`config.mk`:
```
export PLATFORM = sky130hd
export DESIGN_NAME = ppm_window
export DESIGN_NICKNAME = d
export VERILOG_FILES = /design/src/sv/ppm_pkg.sv /design/src/sv/ppm_window.sv
export SDC_FILE = /design/constraint.sdc
export NUM_CORES = 1
export LEC_CHECK = 0
export BUFFER_PORTS_ARGS = -buffer_cell sky130_fd_sc_hd__clkbuf_2
export CELL_PAD_IN_SITES_DETAIL_PLACEMENT = 0
export CELL_PAD_IN_SITES_GLOBAL_PLACEMENT = 2
export CORE_MARGIN = 5
export CORE_UTILIZATION = 34
export CTS_CLUSTER_SIZE = 24
export DETAILED_ROUTE_END_ITERATION = 12
export MAX_ROUTING_LAYER = met4
export PLACE_DENSITY = 0.84
export SLEW_MARGIN = 15
export SYNTH_ARGS = -nofsm -noshare
export SYNTH_HDL_FRONTEND = slang
export SYNTH_SLANG_ARGS = --single-unit
```
`constraint.sdc`:
```
create_clock -name clk_i -period 9.8 [get_ports clk_i]
set_input_delay 1.96 -clock clk_i [delete_from_list [all_inputs] [get_ports clk_i]]
set_output_delay 1.96 -clock clk_i [all_outputs]
set_load 0.02 [all_outputs]
```
`src/sv/ppm_pkg.sv`:
```
// Shared types, widths and constants for the parabolic edge reconstruction pipeline.
// Used by every module of the block; depends on nothing else.
`default_nettype none

package ppm_pkg;

  // Sample format and derived internal widths.
  localparam int SAMPLE_W    = 32;
  localparam int DIFF_W      = SAMPLE_W + 1;  // neighbor difference, doubled slope
  localparam int MAG_W       = SAMPLE_W + 3;  // four times a slope magnitude
  localparam int NUM_W       = SAMPLE_W + 5;  // interface numerator
  localparam int EXT_W       = SAMPLE_W + 1;  // extremum edge
  localparam int EXT_NUM_W   = SAMPLE_W + 3;  // extremum edge numerator
  localparam int DIV_W       = SAMPLE_W + 4;  // offset dividend of the divide by three
  localparam int DIV_HALF    = (DIV_W + 1) / 2;
  localparam int PP_W        = 2 * DIV_HALF;
  localparam int PROD_W      = 2 * DIV_W;
  localparam int DIV_SHIFT   = DIV_W + 1;
  localparam int QUOT_W      = SAMPLE_W + 4;  // interface value before correction
  localparam int DLT_W       = SAMPLE_W + 5;  // edge minus cell value
  localparam int CAND_W      = SAMPLE_W + 7;  // corrected edge before saturation

  // Window fill count.
  localparam int FILL_W = 3;
  localparam logic [FILL_W-1:0] FILL_FULL = FILL_W'(4);

  // Reciprocal of three: ceil(2^DIV_SHIFT / 3), exact for every DIV_W-bit dividend.
  localparam logic [DIV_W-1:0] DIV_MUL = DIV_W'(((64'd1 << DIV_SHIFT) + 64'd2) / 64'd3);
  // Offset that makes the dividend non-negative; it is a multiple of three.
  localparam logic signed [NUM_W-1:0]  DIV_OFS = NUM_W'(3) <<< (SAMPLE_W + 1);
  // The offset divided by three, removed again from the quotient.
  localparam logic signed [QUOT_W-1:0] Q_OFS   = QUOT_W'(1) <<< (SAMPLE_W + 1);

  typedef logic signed [SAMPLE_W-1:0] sample_t;
  typedef logic signed [DIFF_W-1:0]   diff_t;
  typedef logic signed [QUOT_W-1:0]   quot_t;
  typedef logic signed [EXT_W-1:0]    ext_t;

  // Kind of monotonicity correction applied to a result.
  typedef enum logic [2:0] {
    CORR_NONE     = 3'd0,
    CORR_EXTREMUM = 3'd1,
    CORR_LEFT     = 3'd2,
    CORR_RIGHT    = 3'd3,
    CORR_BOTH     = 3'd4
  } corr_e;

  // Window snapshot with neighbor differences.
  typedef struct packed {
    sample_t s1;
    sample_t s2;
    sample_t s3;
    diff_t   d10;
    diff_t   d21;
    diff_t   d32;
    diff_t   d43;
  } win_t;

  // Centre cells with their doubled limited slopes.
  typedef struct packed {
    sample_t s1;
    sample_t s2;
    sample_t s3;
    diff_t   m1;
    diff_t   m2;
    diff_t   m3;
  } slp_t;

  // Uncorrected interfaces and extremum edges of the centre cell.
  typedef struct packed {
    sample_t s2;
    quot_t   am;
    quot_t   ap;
    ext_t    el;
    ext_t    er;
  } edge_t;

endpackage

`default_nettype wire

```
`src/sv/ppm_window.sv`:
```
// Input stage: four-sample shift window, line fill count and neighbor differences.
// Depends on ppm_pkg.
`default_nettype none

module ppm_window import ppm_pkg::*; (
  input  logic    clk_i,
  input  logic    rst_ni,
  input  logic    valid_i,
  output logic    ready_o,
  input  sample_t sample_i,
  input  logic    line_start_i,
  output logic    valid_o,
  input  logic    ready_i,
  output win_t    win_o
);

  sample_t           win_q [4];
  logic [FILL_W-1:0] fill_q, fill_d, fill_eff;
  logic              full;
  logic              accept;
  logic              valid_q, valid_d;
  win_t              out_q, out_d;

  assign ready_o = !valid_q || ready_i;
  assign accept  = valid_i && ready_o;

  // A line start restarts the count; four held samples and the accepted one give a result.
  always_comb begin
    fill_eff = line_start_i ? '0 : fill_q;
    full     = (fill_eff >= FILL_FULL);
    fill_d   = fill_q;
    if (accept) begin
      fill_d = full ? fill_eff : fill_eff + FILL_W'(1);
    end
  end

  always_comb begin
    valid_d = valid_q;
    if (ready_o) begin
      valid_d = accept && full;
    end
  end

  // Snapshot of the centre cells and the four neighbor differences.
  always_comb begin
    out_d.s1  = win_q[1];
    out_d.s2  = win_q[2];
    out_d.s3  = win_q[3];
    out_d.d10 = DIFF_W'(win_q[1]) - DIFF_W'(win_q[0]);
    out_d.d21 = DIFF_W'(win_q[2]) - DIFF_W'(win_q[1]);
    out_d.d32 = DIFF_W'(win_q[3]) - DIFF_W'(win_q[2]);
    out_d.d43 = DIFF_W'(sample_i) - DIFF_W'(win_q[3]);
  end

  always_ff @(posedge clk_i or negedge rst_ni) begin
    if (!rst_ni) begin
      fill_q  <= '0;
      valid_q <= 1'b0;
    end else begin
      fill_q  <= fill_d;
      valid_q <= valid_d;
    end
  end

  // Window shift and stage payload.
  always_ff @(posedge clk_i) begin
    if (accept) begin
      win_q[0] <= win_q[1];
      win_q[1] <= win_q[2];
      win_q[2] <= win_q[3];
      win_q[3] <= sample_i;
      out_q    <= out_d;
    end
  end

  assign valid_o = valid_q;
  assign win_o   = out_q;

endmodule

`default_nettype wire

```
==> results.toml <==
[clock_tree]
cts_hold_buffers = 0
cts.path.max_buffers = 3
numCtsBuffers = 34
htreeDepth = 2
cts_tree = "yes"
cts_resized = 0
post_cts.repair.setup_buffers = 0
cts_root_buf = "clkbuf_16"
numClockSinks = 264
insertion_delay_ns = 0.54
clkSlewWorstSetupHoldPaths_ns = 0.05

[logic_synthesis]
ys_types = 77
netlist.area_leader.share_pct = 50.8
synth_edf_count = 260
synth.area.mux_share_pct = 0.212
ys_ff_latch = 264
synthCells = 1369
synthesis.area_um2 = 15400
synth_top_family_by_area = "compound AO/OA/AOI/OAI gates"
yosys_most_used_dff = "edfxtp_1"
ys_seq_area_share_pct = 51.5
syn_nets = 1539
synth_compound_area_share_pct = 15.2
synthSimpleGateAreaFrac_pct = 8.28
yosysTopAreaCell = "edfxtp_1"
synth_fa_ha_area_share_pct = 11.0
synth_xor_area_share_pct = 6.04
syn_area_per_cell_um2 = 11.2
synth_area_leaders = "edfxtp_1 51%, ha_1 11%, xnor2_1 4.2%"
ys_warn_count = 0
async_flop_share_pct = 1.52

[timing]
finalHoldViolCount = 0
setup_viol = 0
worst_hold_slack_ns = 0.490
fmax_mhz = 214
final.setup.worst_slack_ns = 5.13
finalMaxSlewViolations = 0
final.min_clock_period_ns = 4.67
maxSlewHeadroom_pct = 38.4
period_share_pct = 47.7
worst_slew_pin_slew_ns = 0.923
rsz0062_at_grt = "false"
clock_skew_ns = 0.0254
finalSetupTns_ns = 0

[final_layout]
fillCellCount = 4337
diodes = 0
fin_area_um2 = 18000
nNetsFinal = 1758
area_growth_pct = 16.9
final_layout_size_suffix_gt1_share_pct = 21.3

[grt]
grt_pass1_vias = 10463
antenna_found_initial = 0
gr-total-overflow = 0
grtUsageTotal_pct = 15.2
grt_pass1_wl_mm = 58.7
grt_max_degree = 151

[drt]
vias = 10571
detailedRoute.firstIterationViolations = 490
ant_nets = 0
met2_length_mm = 17.5
viasPerCell = 4.80
finalWirelength_mm = 37.6
drc = 0
route.top_layer_used = "met4"
dr_wl_met3_mm = 1.64
wl_per_cell_um = 17.1
wl_met1_mm = 17.7
firstDrtPassIters = 4

[power]
clkPwrFrac_pct = 32.0
swShare_pct = 32.2
cellLeakagePower_nw = 8.01
p_per_area_nw_per_um2 = 208
finalPower_mw = 3.74
irDropWorstVdd_mv = 0.122
p_seq_share_pct = 41.3
switchingPower_mw = 1.20
combPwrFrac_pct = 26.7
internal_power_mw = 2.53

[floorplanning]
core_area_um2 = 44500
num_rows = 77
dieHeight_um = 223
io_pins = 267
die_area_um2 = 49500
dieWidth_um = 223
initial_core_util_pct = 34.5

[hold_path]
hold_path.class = "register to register"

[run_status]
status = "complete, no violations"

[critical_path]
required_ns = 10.07
crit_fanout = 3
crit_type = "input pin to register"
critPathArrivalTime_ns = 4.94
cp-start-kind = "input pin"
end_kind = "register"

[job]
max_cap_violations = 0

[placed_design]
pre_cts_ws_ns = 4.53
portBuffers = 266
place_area_um2 = 16900
dp_hpwl_mm = 29.1
gp_congestion = 0.851
synthesized netlist by cell type (all sizes together), types with 23 or more instances:
cell type	n
a21o	60
a21oi	116
buf	64
edfxtp	260
ha	129
inv	168
nand2	67
nand3	23
nor2	70
nor2b	23
o21ai	66
xnor2	73
xor2	33
worst max-delay path, cell delays in order:
cell	delay (ns)
clkbuf_2	0.09
inv_1	0.04
ha_1	0.22
fa_1	0.40
and2b_1	0.25
o211ai_2	0.13
a2111oi_4	0.41
o211ai_2	0.14
a2111oi_2	0.54
o31ai_1	0.17
a22oi_2	0.24
a21o_1	0.15
a21oi_1	0.07
xnor2_1	0.14
logic make-up (layout without fill, tap and decap cells):
kind of cell	count (synthesis)	count (layout)
AOI/OAI and AO/OA	353	353
DFF	264	264
and+or+nand+nor	257	257
buffers and inverters	253	496
adders and majority gates	133	133
xor gates and xnor gates	106	106
muxes	3	3
routing by layer:
| metal | vias to the layer above | track usage (%) |
|---|---|---|
| met5 | - | - |
| met4 | 0 | 4.66 |
| met3 | 51 | 2.68 |
| met2 | 212 | 24.1 |
| met1 | 4980 | 20.1 |
| li1 | 5328 | - |
sequential cells by signal, indices dropped and copies added, names as in the netlist:
name,flops
valid_o,1
win_o,132
win_q,128
fill_q,3
stage by stage:
| stage | utilization, % | cells |
|---|---|---|
| floorplan | - | 1369 |
| global placement | 38.0 | 2144 |
| detailed placement | 38.0 | 2144 |
| CTS | 40.4 | 2204 |
| global route | 40.4 | 2204 |
| finish | 40.4 | 2204 |
cells in the final DEF, fill, tap and decap left out, types with 3 or more instances in the layout:
master,instances
clkinv_2,5
nor3_1,10
o211ai_1,6
a211oi_1,5
clkbuf_2,266
o21bai_1,9
inv_1,168
clkinv_4,3
o31a_1,4
o21ai_1,14
a21oi_1,115
dfrtp_1,4
nor2_1,69
edfxtp_1,260
o21a_1,16
and4_1,6
clkbuf_1,3
and3_1,14
ha_1,129
fa_1,4
a41o_1,4
clkinv_1,8
and2_1,3
o2111ai_1,3
xor2_1,33
nand4_1,12
a41oi_1,4
clkbuf_16,35
nand2b_1,15
a31oi_1,17
a21o_1,59
xnor2_1,73
o31ai_1,6
nand3_1,23
nand2_1,67
o21ai_0,51
a21boi_0,3
nor2b_1,23
a211o_1,4
area by class of cell:
| type | instances | area, µm² | area share (%) |
|---|---|---|---|
| clock inverters | 22 | 174 | 0.968 |
| clock buffers | 38 | 887 | 4.94 |
| well taps | 592 | 741 | 4.12 |
| flip-flops and latches | 264 | 7910 | 44.0 |
| repair buffers | 268 | 1360 | 7.56 |
| multi-input cells | 852 | 6270 | 34.9 |
| inverters | 168 | 631 | 3.51 |
power groups by stage:
stage / registers (mW) / logic [mW] / clock network (mW)
6_report: 1.54 / 0.999 / 1.19
5_1_grt: 1.56 / 1.10 / 1.29
4_1_cts: 1.55 / 1.01 / 1.24
3_5_place_dp: 1.57 / 1.00 / 0
3_3_place_gp: 1.57 / 1.00 / 0
2_1_floorplan: 1.70 / 0.598 / 0
worst paths after layout:
kind,start,endpoint,slack [ns],cells past startpoint
worst max register to register,win_q[2][0],win_o[65],6.09,12
worst max-delay path,sample_i[0],win_o[30],5.13,14
max in group asynchronous,rst_ni,fill_q[1],8.44,1
min in group asynchronous,rst_ni,valid_o,1.23,1
worst min register to register,win_q[3][26],win_q[2][26],0.49,0
worst min-delay path,win_q[3][26],win_q[2][26],0.49,0
No activity file was read; power rests on OpenSTA's default activity.
