**config.mk**
```make
export PLATFORM = sky130hd
export DESIGN_NAME = ppm_iface
export DESIGN_NICKNAME = d
export VERILOG_FILES = /design/src/sv/ppm_pkg.sv /design/src/sv/ppm_iface.sv
export SDC_FILE = /design/constraint.sdc
export NUM_CORES = 2
export LEC_CHECK = 0
export BUFFER_PORTS_ARGS = -buffer_cell sky130_fd_sc_hd__buf_2
export CAP_MARGIN = 20
export CORE_ASPECT_RATIO = 1.2
export CORE_MARGIN = 3
export CORE_UTILIZATION = 56
export DETAILED_ROUTE_END_ITERATION = 6
export PLACE_DENSITY = 0.78
export SYNTH_ARGS = -nofsm -noshare
export SYNTH_HDL_FRONTEND = slang
export SYNTH_SLANG_ARGS = --single-unit
```
**constraint.sdc**
```tcl
create_clock -name clk_i -period 15.73 [get_ports clk_i]
set_input_delay 3.9325 -clock clk_i [delete_from_list [all_inputs] [get_ports clk_i]]
set_output_delay 3.9325 -clock clk_i [all_outputs]
set_load 0.1 [all_outputs]
```
**src/sv/ppm_pkg.sv**
```systemverilog
// Shared types, widths and constants for the parabolic edge reconstruction pipeline.
// Used by every module of the block; depends on nothing else.
`default_nettype none

package ppm_pkg;

  // Sample format and derived internal widths.
  localparam int SAMPLE_W    = 32;
  localparam int DIFF_W      = SAMPLE_W + 1;  // neighbor difference, doubled slope
  localparam int MAG_W       = SAMPLE_W + 3;  // four times a slope magnitude
  localparam int NUM_W       = SAMPLE_W + 5;  // interface numerator
  localparam int EXT_W       = SAMPLE_W + 1;  // extremum edge
  localparam int EXT_NUM_W   = SAMPLE_W + 3;  // extremum edge numerator
  localparam int DIV_W       = SAMPLE_W + 4;  // offset dividend of the divide by three
  localparam int DIV_HALF    = (DIV_W + 1) / 2;
  localparam int PP_W        = 2 * DIV_HALF;
  localparam int PROD_W      = 2 * DIV_W;
  localparam int DIV_SHIFT   = DIV_W + 1;
  localparam int QUOT_W      = SAMPLE_W + 4;  // interface value before correction
  localparam int DLT_W       = SAMPLE_W + 5;  // edge minus cell value
  localparam int CAND_W      = SAMPLE_W + 7;  // corrected edge before saturation

  // Window fill count.
  localparam int FILL_W = 3;
  localparam logic [FILL_W-1:0] FILL_FULL = FILL_W'(4);

  // Reciprocal of three: ceil(2^DIV_SHIFT / 3), exact for every DIV_W-bit dividend.
  localparam logic [DIV_W-1:0] DIV_MUL = DIV_W'(((64'd1 << DIV_SHIFT) + 64'd2) / 64'd3);
  // Offset that makes the dividend non-negative; it is a multiple of three.
  localparam logic signed [NUM_W-1:0]  DIV_OFS = NUM_W'(3) <<< (SAMPLE_W + 1);
  // The offset divided by three, removed again from the quotient.
  localparam logic signed [QUOT_W-1:0] Q_OFS   = QUOT_W'(1) <<< (SAMPLE_W + 1);

  typedef logic signed [SAMPLE_W-1:0] sample_t;
  typedef logic signed [DIFF_W-1:0]   diff_t;
  typedef logic signed [QUOT_W-1:0]   quot_t;
  typedef logic signed [EXT_W-1:0]    ext_t;

  // Kind of monotonicity correction applied to a result.
  typedef enum logic [2:0] {
    CORR_NONE     = 3'd0,
    CORR_EXTREMUM = 3'd1,
    CORR_LEFT     = 3'd2,
    CORR_RIGHT    = 3'd3,
    CORR_BOTH     = 3'd4
  } corr_e;

  // Window snapshot with neighbor differences.
  typedef struct packed {
    sample_t s1;
    sample_t s2;
    sample_t s3;
    diff_t   d10;
    diff_t   d21;
    diff_t   d32;
    diff_t   d43;
  } win_t;

  // Centre cells with their doubled limited slopes.
  typedef struct packed {
    sample_t s1;
    sample_t s2;
    sample_t s3;
    diff_t   m1;
    diff_t   m2;
    diff_t   m3;
  } slp_t;

  // Uncorrected interfaces and extremum edges of the centre cell.
  typedef struct packed {
    sample_t s2;
    quot_t   am;
    quot_t   ap;
    ext_t    el;
    ext_t    er;
  } edge_t;

endpackage

`default_nettype wire

```
**src/sv/ppm_iface.sv**
```systemverilog
// Interface stages: parabola interfaces with a pipelined divide by twelve,
// plus the extremum edges. Depends on ppm_pkg.
`default_nettype none

module ppm_iface import ppm_pkg::*; (
  input  logic  clk_i,
  input  logic  rst_ni,
  input  logic  valid_i,
  output logic  ready_o,
  input  slp_t  slp_i,
  output logic  valid_o,
  input  logic  ready_i,
  output edge_t edge_o
);

  // Stage A: offset dividends and extremum edges.
  logic             va_q, ra;
  logic [DIV_W-1:0] ul_q, ur_q, ul_d, ur_d;
  sample_t          s2a_q;
  ext_t             ela_q, era_q, el_d, er_d;
  // Stage B: partial products of the reciprocal multiply.
  logic             vb_q, rb;
  logic [PP_W-1:0]  ppl_q [4];
  logic [PP_W-1:0]  ppr_q [4];
  sample_t          s2b_q;
  ext_t             elb_q, erb_q;
  // Stage C: quotients.
  logic             vc_q, rc;
  edge_t            out_q, out_d;

  // Interface numerator 6x + 6y + ml - mr + 6, floored by four and
  // shifted to a non-negative dividend for the divide by three.
  function automatic logic [DIV_W-1:0] dividend(input sample_t x, input sample_t y,
                                                input diff_t ml, input diff_t mr);
    logic signed [NUM_W-1:0] sum;
    logic signed [NUM_W-1:0] num;
    logic signed [NUM_W-1:0] sh;
    sum = NUM_W'(x) + NUM_W'(y);
    num = (sum <<< 2) + (sum <<< 1) + NUM_W'(ml) - NUM_W'(mr) + NUM_W'(6);
    sh  = (num >>> 2) + DIV_OFS;
    return sh[DIV_W-1:0];
  endfunction

  // Extremum edge (4 s2 + m + 2) / 4, floored.
  function automatic ext_t ext_edge(input sample_t s, input diff_t m);
    logic signed [EXT_NUM_W-1:0] t;
    t = (EXT_NUM_W'(s) <<< 2) + EXT_NUM_W'(m) + EXT_NUM_W'(2);
    return t[EXT_NUM_W-1:2];
  endfunction

  // Quotient from the partial products, offset removed.
  function automatic quot_t quotient(input logic [PP_W-1:0] hh, input logic [PP_W-1:0] hl,
                                     input logic [PP_W-1:0] lh, input logic [PP_W-1:0] ll);
    logic [PROD_W-1:0]           prod;
    logic [PROD_W-DIV_SHIFT-1:0] q;
    prod = (PROD_W'(hh) << (2 * DIV_HALF)) + (PROD_W'(hl) << DIV_HALF)
         + (PROD_W'(lh) << DIV_HALF) + PROD_W'(ll);
    q    = prod[PROD_W-1:DIV_SHIFT];
    return $signed(QUOT_W'(q)) - Q_OFS;
  endfunction

  assign rc      = !vc_q || ready_i;
  assign rb      = !vb_q || rc;
  assign ra      = !va_q || rb;
  assign ready_o = ra;

  always_comb begin
    ul_d = dividend(slp_i.s1, slp_i.s2, slp_i.m1, slp_i.m2);
    ur_d = dividend(slp_i.s2, slp_i.s3, slp_i.m2, slp_i.m3);
    el_d = ext_edge(slp_i.s2, -slp_i.m2);
    er_d = ext_edge(slp_i.s2, slp_i.m2);
  end

  always_comb begin
    out_d.s2 = s2b_q;
    out_d.el = elb_q;
    out_d.er = erb_q;
    out_d.am = quotient(ppl_q[0], ppl_q[1], ppl_q[2], ppl_q[3]);
    out_d.ap = quotient(ppr_q[0], ppr_q[1], ppr_q[2], ppr_q[3]);
  end

  always_ff @(posedge clk_i or negedge rst_ni) begin
    if (!rst_ni) begin
      va_q <= 1'b0;
      vb_q <= 1'b0;
      vc_q <= 1'b0;
    end else begin
      if (ra) begin
        va_q <= valid_i;
      end
      if (rb) begin
        vb_q <= va_q;
      end
      if (rc) begin
        vc_q <= vb_q;
      end
    end
  end

  always_ff @(posedge clk_i) begin
    if (ra && valid_i) begin
      ul_q  <= ul_d;
      ur_q  <= ur_d;
      s2a_q <= slp_i.s2;
      ela_q <= el_d;
      era_q <= er_d;
    end
    if (rb && va_q) begin
      ppl_q[0] <= ul_q[DIV_W-1:DIV_HALF] * DIV_MUL[DIV_W-1:DIV_HALF];
      ppl_q[1] <= ul_q[DIV_W-1:DIV_HALF] * DIV_MUL[DIV_HALF-1:0];
      ppl_q[2] <= ul_q[DIV_HALF-1:0] * DIV_MUL[DIV_W-1:DIV_HALF];
      ppl_q[3] <= ul_q[DIV_HALF-1:0] * DIV_MUL[DIV_HALF-1:0];
      ppr_q[0] <= ur_q[DIV_W-1:DIV_HALF] * DIV_MUL[DIV_W-1:DIV_HALF];
      ppr_q[1] <= ur_q[DIV_W-1:DIV_HALF] * DIV_MUL[DIV_HALF-1:0];
      ppr_q[2] <= ur_q[DIV_HALF-1:0] * DIV_MUL[DIV_W-1:DIV_HALF];
      ppr_q[3] <= ur_q[DIV_HALF-1:0] * DIV_MUL[DIV_HALF-1:0];
      s2b_q    <= s2a_q;
      elb_q    <= ela_q;
      erb_q    <= era_q;
    end
    if (rc && vb_q) begin
      out_q <= out_d;
    end
  end

  assign valid_o = vc_q;
  assign edge_o  = out_q;

endmodule

`default_nettype wire

```
==> qor.csv <==
stage,metric,value,unit
timing,RSZ-0062 raised after global routing,no,
finish,layout cells sized above 1,8.04,%
cts,Clock Path Buffers,3,
grt,initial antenna violation count,50,
synth,most frequent cell after synthesis,inv_1,
route,vias,48900,
setup_path,R2R Path End,ppl_q[3][31],
synth,number of enable flip-flop cells after synthesis,684,
timing,Setup Total Neg Slack,0,ns
job,Max Cap Viol,0,
synth,XOR/XNOR share of the synthesized area,5.68,%
timing,fmax,95.2,MHz
cts,Num Clock Sinks,687,
route,drt initial violations,3247,
cts,latest clock arrival within the worst-skew pair,0.70,ns
synth,post-synthesis sequential area ratio,28.8,%
die,FP Rows,143,
min_path,hold-critical path endpoint,s2b_q[0],
placement,dpl cell area,75400,sq um
die,Starting Density,56.5,%
grt,pin count of the biggest net entering global routing,144,
setup_path,Worst Path Max Fanout,6,
cts,hold_buf cts,0,
synth,Synth Area in Compound Gates,10.0,%
grt,M2 GR Usage,52.0,%
synth,Post-Syn Area,71600,sq um
outcome,status,completed,
synth,Ys Warns,0,
setup_path,reg2reg setup slack,8.92,ns
finish,Area Overhead vs Synth,8.97,%
synth,Commonest cells post-synth,"inv_1, ha_1, fa_1",
synth,Synth area leaders,"edfxtp_1, fa_1, ha_1",
timing,Clock Skew,0.0257,ns
placement,HPWL after DPL,170,mm
timing,Final period util,66.8,%
synth,Synth Instances,6461,
synth,Post-Synth Adder-Cell Area,41.9,%
route,DRC Markers,0,
cts,H-tree Lvls,3,
setup_path,Critical Path End Type,flip-flop,
grt,met3 Use GR,6.39,%
synth,Yosys top cell by area,edfxtp_1,
die,die height,398,um
cts,TritonCTS clock tree,yes,
synth,mux share of post-synthesis cell area,0.0280,%
timing,minimum clock period,10.51,ns
grt,gr usage total,30.7,%
route,post-route ant nets,0,
timing,Slew Limit Fails,0,
setup_path,critical path type,in2reg,
finish,Finished Cell Area,78000,sq um
route,WL final,200,mm
synth,ys async rst share,0.437,%
timing,Final Hold Fails,0,
timing,Slew @ Worst Pin,1.11,ns
min_path,hold depth,0,
timing,Rel. slew slack,26.0,%
synth,simple-gate share of the synthesized area,6.22,%
setup_path,CP top delay family,compound AO/OA/AOI/OAI gates,
placement,# port buffers,370,
setup_path,r2r worst-path depth,19,
synth,Main synth FF type,edfxtp_1,
grt,busiest grt layer,met2,
grt,grt total ovfl,0,
synth,largest family of logic cells by synthesized area,adder cells,
timing,endpoints failing setup,0,
setup_path,startpoint type of the worst setup path,input port,
route,routed len/inst,23.2,um
die,die area,132000,sq um
synth,post-synth cell types,82,
setup_path,Critical R2R Launch,ul_q[1],
route,Vias per Instance,5.68,
route,TritonRoute pass-1 iters,6,
setup_path,"Req. time, crit path",16.16,ns
finish,nets@finish,8988,
setup_path,Worst path slowest cell,o21ai_0,
grt,vias in the first global route,52000,
cts,post-CTS setup buffers,0,
cts,CTS Buf Count,76,
setup_path,Critical path buffers and inverters,3,
setup_path,CP peak stage delay,0.52,ns
synth,syn avg cell area,11.1,sq um
die,die width,332,um
cts,CTS resizes,0,
min_path,Hold Crit Class,reg2reg,
placement,routability-driven placement congestion ratio,0.993,
grt,GRT met1 Usage,37.3,%
grt,first-pass GRT wire length,305,mm
cts,"CTS clk-pin slew, worst paths",0.07,ns
die,area of the core,127000,sq um
synth,Synth Register Bits,687,
min_path,origin of the worst min-delay path,s2a_q[0],
die,# IOs,371,
synth,Syn Nets,8585,
synth,share of the synthesized area in the top cell type,28.7,%
setup_path,Worst Path Arrival,10.93,ns
cts,root buf cell,clkbuf_16,
[routing by layer]
metal	vias up	share of wire [%]
li1	22700	-
met1	24100	39
met2	1648	48
met3	438	7.6
met4	30	5.9
met5	-	0.099
[worst max path at each step]
stage                           from  endpoint  slack, ns  cells past startpoint
after floorplan              ready_i  elb_q[0]       3.18                      3
after global placement    slp_i[131]  ur_q[34]       4.91                     27
after detailed placement  slp_i[131]  ur_q[34]       4.68                     27
after CTS                 slp_i[131]  ur_q[34]       5.38                     27
after global routing      slp_i[131]  ur_q[34]       4.77                     28
final                     slp_i[131]  ur_q[34]       5.22                     27
[through the flow]
step                worst slack [ns]  hold slack (ns)  instances  utilization [%]
finish                          5.22            0.390       8620             61.6
global route                    4.77            0.398       8600             61.5
CTS                             5.38            0.376       8594             61.5
detailed placement              4.68            0.405       8453             59.5
global placement                4.91            0.400       8453             59.5
floorplan                       3.18            0.400       6461                -
[layout make-up]
cell class,instances,area (sq um)
multi-input cells,4382,45700
fillers,10300,48700
well taps,1667,2090
inverters,1338,5020
clock inverters,53,566
flip-flops and latches,687,20600
diodes,26,65.1
clock buffers,88,1970
repair buffers,379,1930
[registers in the layout, summed over array words and instances, names as in the netlist]
| signal | count |
|---|---|
| vb_q | 1 |
| edge_o | 170 |
| va_q | 1 |
| valid_o | 1 |
| erb_q | 33 |
| ppl_q | 123 |
| era_q | 33 |
| s2a_q | 32 |
| ppr_q | 123 |
| ela_q | 33 |
| s2b_q | 32 |
| elb_q | 33 |
| ul_q | 36 |
| ur_q | 36 |
[cell usage in the layout (no fill, tap or decap), types with 61 or more instances in the layout]
| cell type | count |
|---|---|
| nor3_1 | 81 |
| nand2b_1 | 64 |
| xor2_1 | 152 |
| nand3_1 | 73 |
| nor2_1 | 239 |
| a21oi_1 | 334 |
| nand2_1 | 174 |
| xnor2_1 | 310 |
| ha_1 | 1135 |
| fa_1 | 790 |
| o21a_1 | 71 |
| o21ai_0 | 194 |
| buf_2 | 370 |
| clkbuf_16 | 77 |
| nor2b_1 | 66 |
| inv_1 | 1338 |
| and3_1 | 61 |
| a21o_1 | 191 |
| edfxtp_1 | 684 |
[kinds of logic after synthesis]
group,Yosys count
compound gates,1093
xor+xnor,463
fa+ha+maj,1925
buf+inv,1392
flops,687
mux,2
simple gates,899
Power is not shown: default switching activity piles up to over one toggle a cycle in this logic, so the estimate is an artifact.
