$ cat src/sv/ppm_pkg.sv
// Shared types, widths and constants for the parabolic edge reconstruction pipeline.
// Used by every module of the block; depends on nothing else.
`default_nettype none

package ppm_pkg;

  // Sample format and derived internal widths.
  localparam int SAMPLE_W    = 32;
  localparam int DIFF_W      = SAMPLE_W + 1;  // neighbor difference, doubled slope
  localparam int MAG_W       = SAMPLE_W + 3;  // four times a slope magnitude
  localparam int NUM_W       = SAMPLE_W + 5;  // interface numerator
  localparam int EXT_W       = SAMPLE_W + 1;  // extremum edge
  localparam int EXT_NUM_W   = SAMPLE_W + 3;  // extremum edge numerator
  localparam int DIV_W       = SAMPLE_W + 4;  // offset dividend of the divide by three
  localparam int DIV_HALF    = (DIV_W + 1) / 2;
  localparam int PP_W        = 2 * DIV_HALF;
  localparam int PROD_W      = 2 * DIV_W;
  localparam int DIV_SHIFT   = DIV_W + 1;
  localparam int QUOT_W      = SAMPLE_W + 4;  // interface value before correction
  localparam int DLT_W       = SAMPLE_W + 5;  // edge minus cell value
  localparam int CAND_W      = SAMPLE_W + 7;  // corrected edge before saturation

  // Window fill count.
  localparam int FILL_W = 3;
  localparam logic [FILL_W-1:0] FILL_FULL = FILL_W'(4);

  // Reciprocal of three: ceil(2^DIV_SHIFT / 3), exact for every DIV_W-bit dividend.
  localparam logic [DIV_W-1:0] DIV_MUL = DIV_W'(((64'd1 << DIV_SHIFT) + 64'd2) / 64'd3);
  // Offset that makes the dividend non-negative; it is a multiple of three.
  localparam logic signed [NUM_W-1:0]  DIV_OFS = NUM_W'(3) <<< (SAMPLE_W + 1);
  // The offset divided by three, removed again from the quotient.
  localparam logic signed [QUOT_W-1:0] Q_OFS   = QUOT_W'(1) <<< (SAMPLE_W + 1);

  typedef logic signed [SAMPLE_W-1:0] sample_t;
  typedef logic signed [DIFF_W-1:0]   diff_t;
  typedef logic signed [QUOT_W-1:0]   quot_t;
  typedef logic signed [EXT_W-1:0]    ext_t;

  // Kind of monotonicity correction applied to a result.
  typedef enum logic [2:0] {
    CORR_NONE     = 3'd0,
    CORR_EXTREMUM = 3'd1,
    CORR_LEFT     = 3'd2,
    CORR_RIGHT    = 3'd3,
    CORR_BOTH     = 3'd4
  } corr_e;

  // Window snapshot with neighbor differences.
  typedef struct packed {
    sample_t s1;
    sample_t s2;
    sample_t s3;
    diff_t   d10;
    diff_t   d21;
    diff_t   d32;
    diff_t   d43;
  } win_t;

  // Centre cells with their doubled limited slopes.
  typedef struct packed {
    sample_t s1;
    sample_t s2;
    sample_t s3;
    diff_t   m1;
    diff_t   m2;
    diff_t   m3;
  } slp_t;

  // Uncorrected interfaces and extremum edges of the centre cell.
  typedef struct packed {
    sample_t s2;
    quot_t   am;
    quot_t   ap;
    ext_t    el;
    ext_t    er;
  } edge_t;

endpackage

`default_nettype wire

$ cat src/sv/ppm_limit.sv
// Correction stages: monotonicity test, edge reset or flattening, saturation
// and the output register. Depends on ppm_pkg.
`default_nettype none

module ppm_limit import ppm_pkg::*; (
  input  logic    clk_i,
  input  logic    rst_ni,
  input  logic    valid_i,
  output logic    ready_o,
  input  edge_t   edge_i,
  output logic    valid_o,
  input  logic    ready_i,
  output sample_t left_edge_o,
  output sample_t right_edge_o,
  output corr_e   correction_o
);

  localparam logic signed [CAND_W-1:0] SAT_HI = CAND_W'({1'b0, {(SAMPLE_W - 1){1'b1}}});
  localparam logic signed [CAND_W-1:0] SAT_LO = -SAT_HI - CAND_W'(1);

  typedef logic signed [DLT_W-1:0]  dlt_t;
  typedef logic signed [CAND_W-1:0] cand_t;

  // Stage D: edge differences.
  logic    vd_q, rd;
  dlt_t    dm_q, dp_q;
  edge_t   ed_q;
  // Stage E: output register.
  logic    ve_q, re;
  sample_t left_q, right_q, left_d, right_d;
  corr_e   code_q, code_d;

  function automatic sample_t sat(input cand_t x);
    cand_t y;
    y = x;
    if (x > SAT_HI) begin
      y = SAT_HI;
    end else if (x < SAT_LO) begin
      y = SAT_LO;
    end
    return y[SAMPLE_W-1:0];
  endfunction

  assign re      = !ve_q || ready_i;
  assign rd      = !vd_q || re;
  assign ready_o = rd;

  // Extremum replaces the pair with the extremum edges; otherwise an edge that overshoots is reset.
  always_comb begin
    logic           extremum;
    logic [DLT_W-1:0] adm;
    logic [DLT_W-1:0] adp;
    logic           lreset;
    logic           rreset;
    cand_t          lcand;
    cand_t          rcand;
    extremum = (dm_q == '0) || (dp_q == '0) || (dm_q[DLT_W-1] != dp_q[DLT_W-1]);
    adm      = dm_q[DLT_W-1] ? -dm_q : dm_q;
    adp      = dp_q[DLT_W-1] ? -dp_q : dp_q;
    lreset   = {1'b0, adm} >= {adp, 1'b0};
    rreset   = {1'b0, adp} >= {adm, 1'b0};
    lcand    = CAND_W'(ed_q.am);
    rcand    = CAND_W'(ed_q.ap);
    code_d   = CORR_NONE;
    if (extremum) begin
      lcand  = CAND_W'(ed_q.el);
      rcand  = CAND_W'(ed_q.er);
      code_d = CORR_EXTREMUM;
    end else begin
      if (lreset) begin
        lcand = CAND_W'(ed_q.s2) - (CAND_W'(dp_q) <<< 1);
      end
      if (rreset) begin
        rcand = CAND_W'(ed_q.s2) + (CAND_W'(dm_q) <<< 1);
      end
      if (lreset && rreset) begin
        code_d = CORR_BOTH;
      end else if (lreset) begin
        code_d = CORR_LEFT;
      end else if (rreset) begin
        code_d = CORR_RIGHT;
      end
    end
    left_d  = sat(lcand);
    right_d = sat(rcand);
  end

  always_ff @(posedge clk_i or negedge rst_ni) begin
    if (!rst_ni) begin
      vd_q <= 1'b0;
      ve_q <= 1'b0;
    end else begin
      if (rd) begin
        vd_q <= valid_i;
      end
      if (re) begin
        ve_q <= vd_q;
      end
    end
  end

  always_ff @(posedge clk_i) begin
    if (rd && valid_i) begin
      dm_q <= DLT_W'(edge_i.s2) - DLT_W'(edge_i.am);
      dp_q <= DLT_W'(edge_i.ap) - DLT_W'(edge_i.s2);
      ed_q <= edge_i;
    end
    if (re && vd_q) begin
      left_q  <= left_d;
      right_q <= right_d;
      code_q  <= code_d;
    end
  end

  assign valid_o      = ve_q;
  assign left_edge_o  = left_q;
  assign right_edge_o = right_q;
  assign correction_o = code_q;

endmodule

`default_nettype wire
$ cat config.mk
export PLATFORM = sky130hd
export DESIGN_NAME = ppm_limit
export DESIGN_NICKNAME = d
export VERILOG_FILES = /design/src/sv/ppm_pkg.sv /design/src/sv/ppm_limit.sv
export SDC_FILE = /design/constraint.sdc
export NUM_CORES = 1
export LEC_CHECK = 0
export CAP_MARGIN = 5
export CELL_PAD_IN_SITES_DETAIL_PLACEMENT = 1
export CELL_PAD_IN_SITES_GLOBAL_PLACEMENT = 1
export CORE_ASPECT_RATIO = 1.2
export CORE_MARGIN = 3
export CORE_UTILIZATION = 40
export DETAILED_ROUTE_END_ITERATION = 8
export DONT_BUFFER_PORTS = 1
export GPL_ROUTABILITY_DRIVEN = 0
export HOLD_SLACK_MARGIN = 0.08
export PLACE_DENSITY_LB_ADDON = 0.1
export SLEW_MARGIN = 10
export SYNTH_ARGS = -nofsm -noshare
export SYNTH_HDL_FRONTEND = slang
export SYNTH_SLANG_ARGS = --single-unit
$ cat constraint.sdc
create_clock -name clk_i -period 6.9 [get_ports clk_i]
set_input_delay 0 -clock clk_i [delete_from_list [all_inputs] [get_ports clk_i]]
set_output_delay 0 -clock clk_i [all_outputs]
set_load 0.005 [all_outputs]
==> results of run 1 <==
## per-stage QoR
step / power, mW / setup slack, ns
finish: 7.08 / 0.473
global route: 7.51 / 0.0348
CTS: 7.12 / 0.228
detailed placement: 4.96 / 0.267
global placement: 4.89 / 0.525
floorplan: 4.26 / 0.144
## layout make-up
class                           count  area (um2)  share of cell area
Antenna cell                        2        5.00            0.000188
Clock buffer                       43         991              0.0372
Clock inverter                     26         204             0.00766
Inverter                          216         811              0.0305
Multi-Input combinational cell   1640       11700               0.441
Sequential cell                   313        9390               0.353
Tap cell                          712         891              0.0335
Timing Repair Buffer              264        2590              0.0974
## cell usage after synthesis (all sizes together), types with 30 or more instances
cell type	n	area share
nand2b	30	0.0085
nand3	65	0.015
a21o	67	0.023
clkbuf	37	0.0063
edfxtp	311	0.42
inv	216	0.037
nor2	130	0.022
nand2	117	0.020
xnor2	125	0.049
o31ai	46	0.016
a21oi	184	0.042
nor3	33	0.0075
ha	219	0.12
xor2	64	0.025
o21ai	166	0.038
## registers in the layout, summed over array words and instances (netlist names)
register / cells
correction_o: 3
dm_q: 37
dp_q: 37
ed_q: 170
left_edge_o: 32
right_edge_o: 32
valid_o: 1
vd_q: 1
## logic make-up after synthesis
| group | Yosys count | synth area share |
|---|---|---|
| AND/OR/NAND/NOR | 538 | 0.122 |
| AO/OA/AOI/OAI | 674 | 0.195 |
| adder cells (fa/ha/maj) | 223 | 0.127 |
| flip-flops | 313 | 0.424 |
| buffers and inverters | 277 | 0.0485 |
| XOR/XNOR | 189 | 0.0748 |
| multiplexers | 16 | 0.00741 |
## power by group through the flow
stage               clock network (mW)  registers [mW]  logic [mW]
floorplan                            0            2.54        1.72
global placement                     0            2.63        2.26
detailed placement                   0            2.63        2.33
CTS                               2.03            2.59        2.49
global route                      2.11            2.60        2.79
finish                            1.99            2.59        2.50
## routing by layer
layer  vias to the layer above  wire (um)
li1                       8769          -
met1                      9125      29000
met2                       372      42800
met3                       179       2610
met4                         4       4400
met5                         -         27
## path summary, 6_finish.rpt
path / from / to / slack [ns] / cells past startpoint
max: dm_q[3] / left_edge_o[12] / 0.47 / 22
max reg2reg: dm_q[3] / left_edge_o[12] / 0.47 / 22
min reg2reg: vd_q / valid_o / 0.58 / 1
min in group asynchronous: rst_ni / valid_o / 0.27 / 2
max in group asynchronous: rst_ni / vd_q / 6.50 / 2
min: edge_i[107] / ed_q[107] / 0.12 / 1
## repair_timing
action / 4_1_cts / 5_1_grt
endpoints found under the hold margin: 285 / 0
hold buffers: 242 / 0
endpoints found under the setup margin: 0 / 62
gates resized for setup: 0 / 4
## worst max-delay path: cells and delay by family (launching register included)
kind	cells	cell delay, ns
buffers and inverters	2	0.35
muxes	1	0.21
AOI/OAI and AO/OA	11	2.35
and+or+nand+nor	6	2.17
DFF	1	0.51
xor gates and xnor gates	1	0.21
adders and majority gates	1	0.32
==> results_dict.tcl, run 1 <==
set metrics [dict create \
    outcome "complete, no violations" \
    timing.hold.ws_ns 0.119 \
    grt_busiest_layer "met2" \
    ys_warn_count 0 \
    grt_pass1_wl_mm 118 \
    wl_per_cell_um 24.5 \
    numCtsBuffers 38 \
    grt_max_degree 73 \
    layout.cells.most_common "edfxtp_1" \
    synth_seq_cells 313 \
    cp_cell_sequence "nor4_2 -> nand3b_1 -> or2_2 -> or3_1 -> or2_2 -> or3_1 -> o21ai_0 -> xor2_1 -> inv_1 -> ha_1 -> a21o_1 -> a21o_1 -> a21o_1 -> a21o_1 -> a21o_1 -> a211o_1 -> o21bai_4 -> mux2i_1 -> a311o_1 -> o21ai_2 -> buf_6 -> o21ai_1" \
    clock_latency_ns 0.55 \
    grt_use_met1 0.286 \
    p_switching_mw 2.58 \
    power.density_mw_per_mm2 266 \
    slew_viol_final 0 \
    fin_setup_tns_ns 0 \
    hold_viol 0 \
    path_clk_slew_ns 0.07 \
    internal-power_mw 4.50 \
    slew_headroom 0.285 \
    crit_required_ns 7.19 \
    ys_types 77 \
    clockBufferDepth 3 \
    io_pins 243 \
    cts_tree "built" \
    vias 18400 \
    initial_core_util 0.408 \
    dpl.hpwl_mm 59.7 \
    overflow 0 \
    synth_edf_count 311 \
    cts.sinks 313 \
    fmax_mhz 156 \
    grt_pass1_vias 19700 \
    setup_viol 0 \
    fill_cells 6099 \
    hp-class "in -> reg" \
    die_area_mm2 0.0582 \
    grt_use_total 0.267 \
    rows 93 \
    fp.dieH_um 264 \
    crit_arrival_ns 6.71 \
    cts_setup_buffers 0 \
    dp.cells 2903 \
    post-route-util 0.491 \
    cp_slowest_cell "edfxtp_1" \
    fin_crit_sh 0.931 \
    rsz0062_at_grt "false" \
    fin_skew_ns 0.0201 \
    placed_cell_area_mm2 0.0230 \
    io_buffers 0 \
    cap_violations 0 \
    power.leakage_nw 10.8 \
    cp-end-kind "flip-flop" \
    final_cell_mix "edfxtp_1, dlygate4sd3_1, ha_1, inv_1, a21oi_1" \
    use_met3 0.0347 \
    antenna_found_initial 4 \
    max_stage_delay_ns 0.51 \
    postSynthAreaPerCell_um2 9.92 \
    dr.pass1.iters 8 \
    crit_top_cell "a21o_1" \
    seq_power_share 0.365 \
    drive_gt1_frac 0.0508 \
    peakVddDrop_uv 196 \
    cts-root-buf "clkbuf_16" \
    seq_area_frac_synth 0.424 \
    p_comb_frac 0.354 \
    startpoint_type "flip-flop" \
    die_w_um 221 \
    p_clk_frac 0.281 \
    grt_use_met2 0.509 \
    async_flop_share 0.00639 \
    p_sw_frac 0.365 \
    antenna_left 0 \
    critPathMaxFanout 31 \
    worst_pin_slew_ns 1.07 \
    critPathKind "reg -> reg" \
    netlist_instances 2230 \
    mappedNetlistArea_mm2 0.0221 \
    cts_htree_levels 2 \
    drc 0 \
    fin_cells 3216 \
    nets 2870 \
    design_area_mm2 0.0266 \
    ys.flop_type "edfxtp_1" \
    drt_wl_total_mm 78.9 \
    vias_per_cell 5.74 \
    core_mm2 0.0542 \
    syn_to_final_growth_pct 20.3 \
    synth_nets 2627 \
    fin_crit_ns 6.43 \
    drt_iter0_drc 1055 \
]
No activity file was read; power rests on OpenSTA's default activity.
==> run 2: changes to the inputs <==
--- a/config.mk
+++ b/config.mk
@@ -11,6 +11,8 @@
 export CORE_ASPECT_RATIO = 1.2
 export CORE_MARGIN = 3
 export CORE_UTILIZATION = 40
+export CTS_BUF_LIST = sky130_fd_sc_hd__clkbuf_4 sky130_fd_sc_hd__clkbuf_8
+export CTS_CLUSTER_SIZE = 8
 export DETAILED_ROUTE_END_ITERATION = 8
 export DONT_BUFFER_PORTS = 1
 export GPL_ROUTABILITY_DRIVEN = 0
==> run 2 against run 1 <==
Effect of this change: first-iteration DRC count grew 4.4%; sequential power hardly changed; die area is the same; clock-buffer cell count up 30; sequential cell count unchanged; worst hold slack improved by 0.0069 ns; routed wire length increased by 3.3%; critical endpoint is now left_edge_o[9].
==> results_dict.tcl, run 2 (same netlist as run 1, synthesis figures left out) <==
set metrics [dict create \
    r2r_slack_ns 0.42 \
    die_w_um 221 \
    crit_required_ns 7.28 \
    r2r_end "left_edge_o[9]" \
    crit_arrival_ns 6.87 \
    grt_use_total 0.277 \
    fmax_mhz 154 \
    drt_iter0_drc 1101 \
    slew_viol_final 0 \
    clockBufferDepth 3 \
    cts.sinks 313 \
    layout.cells.most_common "dlygate4sd3_1" \
    syn_to_final_growth_pct 23.9 \
    fin_crit_sh 0.939 \
    drt_wl_total_mm 81.5 \
    regMostFlops "ed_q" \
    power.leakage_nw 11.2 \
    reg2reg_depth 21 \
    peakVddDrop_uv 199 \
    io_pins 243 \
    cts-root-buf "clkbuf_8" \
    grt_pass1_vias 20500 \
    slew_headroom 0.258 \
    fin_crit_ns 6.48 \
    setup_viol 0 \
    power.density_mw_per_mm2 262 \
    io_buffers 0 \
    grt_pass1_wl_mm 122 \
    fp.dieH_um 264 \
    cap_violations 0 \
    cts_tree "built" \
    holdCritStartpoint "edge_i[131]" \
    cts_htree_levels 2 \
    clock_latency_ns 0.67 \
    outcome "complete, no violations" \
    rsz0062_at_grt "false" \
    path_clk_slew_ns 0.07 \
    numCtsBuffers 58 \
    vias 18900 \
    critPathMaxFanout 31 \
    largest_reg_flops 170 \
    worst_slack_ns 0.419 \
    cp-end-kind "flip-flop" \
    grt_max_degree 73 \
    fin_setup_tns_ns 0 \
    rows 93 \
    hold_depth 1 \
    wl_per_cell_um 24.4 \
    cts_setup_buffers 0 \
    antenna_found_initial 6 \
    rr_startpoint "dm_q[3]" \
    die_area_mm2 0.0582 \
    dp_slack_ns 0.267 \
    design_area_mm2 0.0274 \
    hold_viol 0 \
    vias_per_cell 5.68 \
    drc 0 \
    fill_cells 6052 \
    critPathKind "reg -> reg" \
    startpoint_type "flip-flop" \
    fin_skew_ns 0.0240 \
    initial_core_util 0.408 \
    dpl.hpwl_mm 59.7 \
    hold_path_end "ed_q[131]" \
    drive_gt1_frac 0.0616 \
    antenna_left 0 \
    overflow 0 \
    hp-class "in -> reg" \
    core_mm2 0.0542 \
    placed_cell_area_mm2 0.0230 \
    top_regs "ed_q: 170 flops, dm_q: 37 flops, dp_q: 37 flops" \
    worst_pin_slew_ns 1.11 \
    final_cell_mix "dlygate4sd3_1, edfxtp_1, ha_1, inv_1, a21oi_1" \
    nets 2963 \
    dr.pass1.iters 5 \
]
[run 2: cell types whose count changed in the layout (fill, tap and decap cells not counted), moves of 2 or more]
cell / previous run / this run
inv_6: 4 / 1
clkbuf_1: 4 / 0
clkbuf_4: 0 / 15
bufinv_16: 2 / 7
clkinv_2: 11 / 13
clkinvlp_4: 4 / 1
dlygate4sd3_1: 242 / 315
clkbuf_16: 39 / 0
diode_2: 2 / 7
clkbuf_8: 0 / 58
clkinv_1: 4 / 12
[run 2: cell type report]
cell class	instances	area, um2	area share
tap	712	891	0.0325
antenna	7	17.5	0.000639
inverter	216	811	0.0296
sequential	313	9390	0.342
timing repair buffer	337	3320	0.121
clock inverter	35	348	0.0127
multi-input combinational	1640	11700	0.428
clock buffer	73	911	0.0332
[run 2: how the worst max path moves through the flow]
stage | start | endpoint | slack, ns | cells past startpoint
2_1_floorplan | valid_o | dm_q[0] | 0.14 | 2
3_3_place_gp | dm_q[3] | left_edge_o[24] | 0.52 | 22
3_5_place_dp | dm_q[3] | left_edge_o[26] | 0.27 | 21
4_1_cts | dm_q[3] | left_edge_o[24] | 0.23 | 21
5_1_grt | dm_q[3] | right_edge_o[14] | 0.02 | 20
6_report | dm_q[3] | left_edge_o[9] | 0.42 | 21
[run 2: layer usage]
| metal | global-route usage | share of wire |
|---|---|---|
| met5 | 0 | 0 |
| met2 | 0.532 | 0.55 |
| met4 | 0.130 | 0.052 |
| met1 | 0.292 | 0.37 |
| met3 | 0.0364 | 0.031 |
[run 2: critical path, stage by stage (launching register included)]
cell	delay [ns]
edfxtp_1	0.51
nor4_2	0.39
nand3b_1	0.28
or2_2	0.37
or3_1	0.40
or3_1	0.38
o31ai_1	0.25
xor2_1	0.22
inv_1	0.07
ha_1	0.30
and4_1	0.22
a41o_1	0.17
o21ai_0	0.08
a311oi_1	0.48
o31ai_1	0.14
a211oi_1	0.54
o21bai_4	0.23
mux2i_1	0.22
a311o_1	0.36
o21ai_2	0.14
buf_6	0.29
o21ai_1	0.14
[run 2: where the power goes]
group / internal (mW) / switching (mW) / total, mW
Sequential: 2.39 / 0.199 / 2.59
Clock: 1.13 / 0.904 / 2.04
Combinational: 1.02 / 1.55 / 2.56
Total: 4.54 / 2.65 / 7.19
[run 2: timing repair]
| item | 4_1_cts | 5_1_grt |
|---|---|---|
| hold buffers | 315 | 0 |
| hold endpoints to repair | 285 | 0 |
| setup endpoints to repair | 0 | 62 |
| gates resized for setup | 0 | 3 |
[run 2: per-stage QoR]
step / utilization / power, mW / instances / hold slack [ns]
6_report: 0.506 / 7.19 / 3333 / 0.126
4_1_cts: 0.505 / 7.19 / 3326 / 0.0874
3_5_place_dp: 0.424 / 4.96 / 2903 / -0.296
5_1_grt: 0.506 / 7.62 / 3330 / 0.0938
2_1_floorplan: - / 4.26 / 2230 / -0.296
3_3_place_gp: 0.424 / 4.89 / 2903 / -0.296
==> run 3: changes to the inputs <==
==> constraint.sdc (replaced) <==
create_clock -name clk_i -period 6.9 [get_ports clk_i]
set_input_delay 0.69 -clock clk_i [delete_from_list [all_inputs] [get_ports clk_i]]
set_output_delay 0.69 -clock clk_i [all_outputs]
set_load 0.005 [all_outputs]
==> run 3 against run 2 <==
Effect of this change: core utilization down 3.4 points; clock skew rose by 0.017 ns; via count fell by 3.8%; clock-buffer cell count rose by 12; die area unchanged; total power fell by 3.4%; critical path depth is the same; register-to-register slack hardly changed; final cell count is 5.6% lower; setup slack gained 0.014 ns; critical path type unchanged; largest cell class unchanged.
==> results_dict.tcl, run 3 (same netlist as run 1, synthesis figures left out) <==
set metrics [dict create \
    cts_htree_levels 2 \
    dp.cells 2902 \
    drc 0 \
    crit_required_ns 7.28 \
    max_stage_delay_ns 0.51 \
    die_w_um 221 \
    timing.hold.ws_ns 0.137 \
    grt_max_degree 138 \
    core_mm2 0.0542 \
    internal-power_mw 4.42 \
    path_buf_inv 2 \
    dr.pass1.iters 5 \
    path_delay_family "compound AO/OA/AOI/OAI gates" \
    post-route-util 0.471 \
    final_cell_mix "edfxtp_1, ha_1, inv_1, a21oi_1, dlygate4sd3_1" \
    initial_core_util 0.408 \
    io_pins 243 \
    worst_slack_ns 0.433 \
    antenna_found_initial 5 \
    peakVddDrop_uv 164 \
    design_area_mm2 0.0256 \
    placed_cell_area_mm2 0.0230 \
    regMostFlops "ed_q" \
    outcome "complete, no violations" \
    fin_setup_tns_ns 0 \
    overflow 0 \
    grt_pass1_wl_mm 117 \
    rows 93 \
    slew_headroom 0.268 \
    seq_power_share 0.372 \
    power.leakage_nw 10.4 \
    hp-class "in -> reg" \
    p_switching_mw 2.53 \
    wl_per_cell_um 25.0 \
    cp_slowest_cell "edfxtp_1" \
    drt_iter0_drc 980 \
    nets 2784 \
    die_area_mm2 0.0582 \
    cp_cell_sequence "nor4_2 -> nand3b_1 -> or2_2 -> or3_1 -> or3_1 -> o31ai_1 -> xor2_1 -> inv_1 -> ha_1 -> and4_1 -> a41o_1 -> o21ai_0 -> a311oi_1 -> o31ai_1 -> a211oi_2 -> o21bai_4 -> mux2i_1 -> a311o_1 -> o21ai_2 -> buf_4 -> o21ai_1" \
    numCtsBuffers 60 \
    crit_arrival_ns 6.85 \
    critPathMaxFanout 31 \
    hold_viol 0 \
    antenna_left 0 \
    drt_wl_total_mm 78.7 \
    drive_gt1_frac 0.0662 \
    grt_use_total 0.266 \
    path_clk_slew_ns 0.06 \
    top_regs "ed_q: 170 flops, dm_q: 37 flops, dp_q: 37 flops" \
    p_comb_frac 0.350 \
    fp.dieH_um 264 \
    largest_reg_flops 170 \
    rsz0062_at_grt "false" \
    setup_viol 0 \
    p_sw_frac 0.364 \
    fin_crit_ns 6.47 \
    slew_viol_final 0 \
    cts-root-buf "clkbuf_8" \
    fin_cells 3147 \
    dp_slack_ns 0.306 \
    power.density_mw_per_mm2 272 \
    layout.cells.most_common "edfxtp_1" \
    fin_crit_sh 0.937 \
    critPathKind "reg -> reg" \
    grt_pass1_vias 19300 \
    clock_latency_ns 0.67 \
    cap_violations 0 \
    vias 18200 \
    cp-end-kind "flip-flop" \
    vias_per_cell 5.79 \
    power_mw 6.95 \
    clockBufferDepth 3 \
    startpoint_type "flip-flop" \
    cts_setup_buffers 0 \
    dpl.hpwl_mm 59.9 \
    fin_skew_ns 0.0406 \
    cts_tree "built" \
    p_clk_frac 0.278 \
    syn_to_final_growth_pct 15.6 \
    io_buffers 0 \
    worst_pin_slew_ns 1.10 \
    fmax_mhz 155 \
    cts.sinks 313 \
]
run 3: final cells by class:
type,count,area [um2]
Clock inverter,23,189
Sequential cell,313,9390
Fill cell,6104,28700
Antenna cell,2,5.00
Clock buffer,85,1040
Tap cell,712,891
Inverter,216,811
Multi-Input combinational cell,1640,11700
Timing Repair Buffer,156,1520
run 3: worst paths after layout:
check | startpoint | endpoint | slack [ns] | depth (start not counted)
min in group asynchronous | rst_ni | valid_o | 0.27 | 1
max in group asynchronous | rst_ni | vd_q | 6.47 | 1
min | edge_i[167] | ed_q[167] | 0.14 | 0
max | dm_q[3] | left_edge_o[13] | 0.43 | 21
min reg2reg | vd_q | valid_o | 0.56 | 1
max reg2reg | dm_q[3] | left_edge_o[13] | 0.43 | 21
run 3: power by group through the flow:
stage	sequential [mW]	clock [mW]	combinational (mW)
6_report	2.59	1.93	2.43
5_1_grt	2.60	2.06	2.72
4_1_cts	2.59	1.99	2.43
3_5_place_dp	2.63	0	2.35
3_3_place_gp	2.62	0	2.27
2_1_floorplan	2.53	0	1.72
run 3: layer usage:
metal  share of wire  vias up  track usage
met5         0.00038        -            0
met4           0.041        4        0.102
met2            0.55      362        0.512
li1                -     8597            -
met3           0.042      169       0.0488
met1            0.37     9081        0.282
run 3: what timing repair did:
action / CTS / global route
gates resized for setup: 0 / 2
endpoints found under the hold margin: 136 / 0
setup endpoints to repair: 0 / 47
hold buffers: 135 / 0
